File: src/sv/ordered_list_insert_remove_top_assert.svh
// Assertion macros for the ordered list block
`ifndef ORDERED_LIST_INSERT_REMOVE_TOP_ASSERT_SVH
`define ORDERED_LIST_INSERT_REMOVE_TOP_ASSERT_SVH

// property that must hold at every edge out of reset
`define OLIR_CHECK(lbl, prop) \
	lbl: assert property (@(posedge clk) disable iff (!arst_n) prop) \
		else $error("ordered list check failed");

// consequent checked in the cycle after the antecedent
`define OLIR_CHECK_NEXT(lbl, ante, cons) \
	lbl: assert property (@(posedge clk) disable iff (!arst_n) ante |=> cons) \
		else $error("ordered list check failed");

`endif

File: src/sv/olir_pkg.sv
package olir_pkg;

	localparam int OP_BITS  = 3;
	localparam int POS_BITS = 7;
	localparam int ST_BITS  = 2;
	localparam int CNT_BITS = 7;

	localparam logic [OP_BITS-1:0] OP_PUSH   = 3'd0;
	localparam logic [OP_BITS-1:0] OP_POP    = 3'd1;
	localparam logic [OP_BITS-1:0] OP_INSERT = 3'd2;
	localparam logic [OP_BITS-1:0] OP_REMOVE = 3'd3;
	localparam logic [OP_BITS-1:0] OP_GET    = 3'd4;

	localparam logic [ST_BITS-1:0] ST_OK    = 2'd0;
	localparam logic [ST_BITS-1:0] ST_RANGE = 2'd1;
	localparam logic [ST_BITS-1:0] ST_FULL  = 2'd2;

	typedef enum logic [1:0] {
		S_IDLE,
		S_WAIT,
		S_OUT
	} state_t;

	// broadcast to every cell, one-hot or all zero
	typedef struct packed {
		logic ins;
		logic rem;
		logic rd;
	} cmd_t;

endpackage

File: src/sv/olir_cell.sv
module olir_cell import olir_pkg::*; #(
	parameter int IDX = 0,
	parameter int W   = 32,
	parameter int PW  = 7
) (
	input  logic          clk,
	input  cmd_t          cmd,
	input  logic [PW-1:0] tgt,
	input  logic [W-1:0]  word,
	input  logic [W-1:0]  left,
	input  logic [W-1:0]  right,
	output logic [W-1:0]  data,
	output logic [W-1:0]  rd
);

	localparam logic [PW-1:0] ME = PW'(IDX);

	logic [W-1:0] data_q;
	logic [W-1:0] rd_q;

	always_ff @(posedge clk) begin
		if (cmd.ins && ME > tgt) begin
			data_q <= left;
		end else if (cmd.ins && ME == tgt) begin
			data_q <= word;
		end else if (cmd.rem && ME >= tgt) begin
			data_q <= right;
		end
		rd_q <= (cmd.rd && ME == tgt) ? data_q : '0;
	end

	assign data = data_q;
	assign rd   = rd_q;

endmodule

File: config.mk
export PLATFORM = sky130hd
export DESIGN_NAME = olir_cell
export DESIGN_NICKNAME = d
export VERILOG_FILES = /design/src/sv/ordered_list_insert_remove_top_assert.svh /design/src/sv/olir_pkg.sv /design/src/sv/olir_cell.sv
export SDC_FILE = /design/constraint.sdc
export NUM_CORES = 1
export LEC_CHECK = 0
export BUFFER_PORTS_ARGS = -buffer_cell sky130_fd_sc_hd__buf_4
export CAP_MARGIN = 20
export CORE_UTILIZATION = 40
export DETAILED_ROUTE_END_ITERATION = 16
export PLACE_DENSITY = 0.83
export SYNTH_ARGS = -nofsm -noshare
export SYNTH_HDL_FRONTEND = slang
export SYNTH_SLANG_ARGS = --single-unit
File: constraint.sdc
create_clock -name clk -period 3.26 [get_ports clk]
set_clock_uncertainty 0.2 [all_clocks]
set_input_delay 0.326 -clock clk [delete_from_list [all_inputs] [get_ports clk]]
set_output_delay 0.326 -clock clk [all_outputs]
set_load 0.005 [all_outputs]
==> flow_metrics.py <==
metrics = {
    "status": {
        "status": "finished, final reports clean",
    },
    "synthesis": {
        "synth_cell_types": 12,
        "syn_avg_cell_area_um2": 17.1,
        "yosysSeqAreaShare": 0.674,
        "synth_area_leaders": "edfxtp_1 40%, dfxtp_1 27%, mux2_4 19%",
        "netlist_area_um2": 2380,
        "synth_cells": 139,
        "yosysWarningCount": 0,
        "synth_top_area_cell": "edfxtp_1",
        "synth_top_area_share": 0.404,
        "ys_ff_latch": 64,
        "synth_nets": 246,
    },
    "clock_tree": {
        "clkTransAtPathRegs_ns": 0.07,
        "cts_htree_levels": 3,
        "root_buffer": "clkbuf_8",
        "cts_made_buffers": 9,
        "cts_tree": "built",
        "cts_buffer_depth": 2,
        "cts_setup_buffers": 0,
        "postCtsHoldBufs": 0,
        "cts_resized": 0,
        "cts_sinks": 64,
        "clkLatencyLatePin_ns": 0.33,
    },
    "critical_path": {
        "end_kind": "register",
        "ff2ff_path_depth": 1,
        "path_max_fanout": 32,
        "crit_start": "tgt[5]",
        "slowest_stage": "and3_1",
        "path_cells": "buf_4, nor3_1, and3_1, and2_1",
        "r2r_start": "data[25]",
        "critical-path-top-delay-family": "simple AND/OR/NAND/NOR gates",
        "arrival_ns": 1.82,
        "reg2reg_to": "rd[25]",
        "crit_required_ns": 3.33,
        "r2r_slack_ns": 2.38,
        "crit_type": "in2reg",
        "setup.worst_path.start_class": "input pin",
        "critPathBufInv": 1,
        "slowest_delay_ns": 0.76,
    },
    "sta": {
        "rsz0062_at_grt": "no",
        "hold_viol": 0,
        "drv_slew": 0,
        "final.min_clock_period_ns": 1.74,
        "fin_crit_sh": 0.535,
        "finalSetupViolations": 0,
        "fmax_ghz": 0.573,
        "timing.slew.headroom": 0.456,
        "worst_pin_slew_ns": 0.816,
        "timing.setup.tns_ns": 0,
    },
    "floorplan": {
        "die_x_um": 79.1,
        "die_area_um2": 6250,
        "die_y_um": 79.1,
        "fp-row-count": 27,
        "start_util": 0.424,
        "ioPinCount": 171,
        "core_region_area_um2": 5610,
    },
    "global_route": {
        "gr-total-overflow": 0,
        "antenna_found_initial": 0,
        "grt_pass1_wl_um": 7640,
        "grt_usage": 0.170,
        "grt_pass1_vias": 1581,
        "grt_max_degree": 33,
    },
    "detailed_routing": {
        "wl_per_cell_um": 14.6,
        "vias": 1617,
        "ant_nets": 0,
        "drc": 0,
        "drt_iter0_drc": 35,
        "drtPass1Iterations": 4,
        "viasPerCell": 4.48,
        "routed_wirelength_um": 5270,
    },
    "placement": {
        "gp_congestion": 0.764,
        "port_buffers": 138,
        "dpl.hpwl_um": 3940,
    },
    "cells_and_area": {
        "num-fill-cells": 439,
        "utilization": 0.657,
        "final_common_cell": "buf_4",
        "syn_to_final_growth_pct": 55.0,
        "final_cell_mix": "140 x buf_4, 32 x and2_1, 32 x edfxtp_1, 32 x dfxtp_1, 30 x mux2_4",
        "n_antenna_cell": 0,
        "drive_gt1_frac": 0.657,
        "fin_nets": 391,
    },
    "hold_path": {
        "hold_path_end": "data[30]",
        "worstHoldPathType": "in2reg",
        "holdPathStages": 2,
        "min_from": "word[30]",
    },
    "power": {
        "p_per_area_nw_per_um2": 455,
        "max-vdd-ir-drop_mv": 0.235,
        "leakagePower_uw": 0.00177,
    },
    "run": {
        "drv_cap": 0,
    },
}
-- worst max-delay path by stage --
stage               to  slack, ns  cells past startpoint
2_1_floorplan  data[0]       1.26                      2
3_3_place_gp     rd[0]       1.20                      4
3_5_place_dp    rd[25]       1.13                      4
4_1_cts         rd[25]       1.49                      4
5_1_grt         rd[25]       1.37                      4
6_report        rd[25]       1.52                      4
-- state kept, by name, indices dropped and copies added, names as in the netlist --
register  count
data         32
rd           32
-- synthesized netlist by cell type --
cell type	number
clkbuf_2	3
and2_1	32
mux2_4	30
o211a_1	1
nor3_1	1
nor4_4	1
nand3_2	1
dfxtp_1	32
buf_6	3
and3_1	1
edfxtp_1	32
mux2_2	2
-- routing by layer --
metal	track usage	vias up	routed length (um)
met1	0.173	756	1860
met2	0.300	77	2900
met4	0.0982	0	106
met3	0.0586	9	409
li1	-	775	-
met5	0	-	0
-- report_power, final --
part	internal, uW	leakage (uW)	switching [uW]
logic	86.0	0.00111	24.0
clock network	416	0.000110	301
registers	846	0.000545	1.12
total	1350	0.00177	326
-- logic make-up after synthesis --
| kind of cell | count (synthesis) | share of synthesized area |
|---|---|---|
| multiplexers | 32 | 0.199 |
| AO/OA/AOI/OAI | 1 | 0.00421 |
| flip-flops | 64 | 0.674 |
| AND/OR/NAND/NOR | 36 | 0.102 |
| buffers and inverters | 6 | 0.0205 |
-- area by class of cell --
| type | instances | area (um^2) | area share |
|---|---|---|---|
| clock inverter | 5 | 52.6 | 0.0143 |
| multi-input combinational | 69 | 726 | 0.197 |
| tap | 72 | 90.1 | 0.0245 |
| clock buffer | 11 | 163 | 0.0442 |
| sequential | 64 | 1600 | 0.435 |
| timing repair buffer | 140 | 1050 | 0.285 |
-- stage by stage --
stage | setup WS (ns) | hold slack (ns) | std cells | instance area (um^2) | power [uW]
after CTS | 1.49 | 0.0708 | 361 | 3680 | 1690
after global placement | 1.20 | 0.254 | 345 | 3470 | 973
after global routing | 1.37 | 0.0711 | 361 | 3680 | 1730
final | 1.52 | 0.0883 | 361 | 3680 | 1670
after floorplan | 1.26 | 0.275 | 139 | 2380 | 899
after detailed placement | 1.13 | 0.259 | 345 | 3470 | 976
Note: power is estimated with default switching activity, not from simulation.
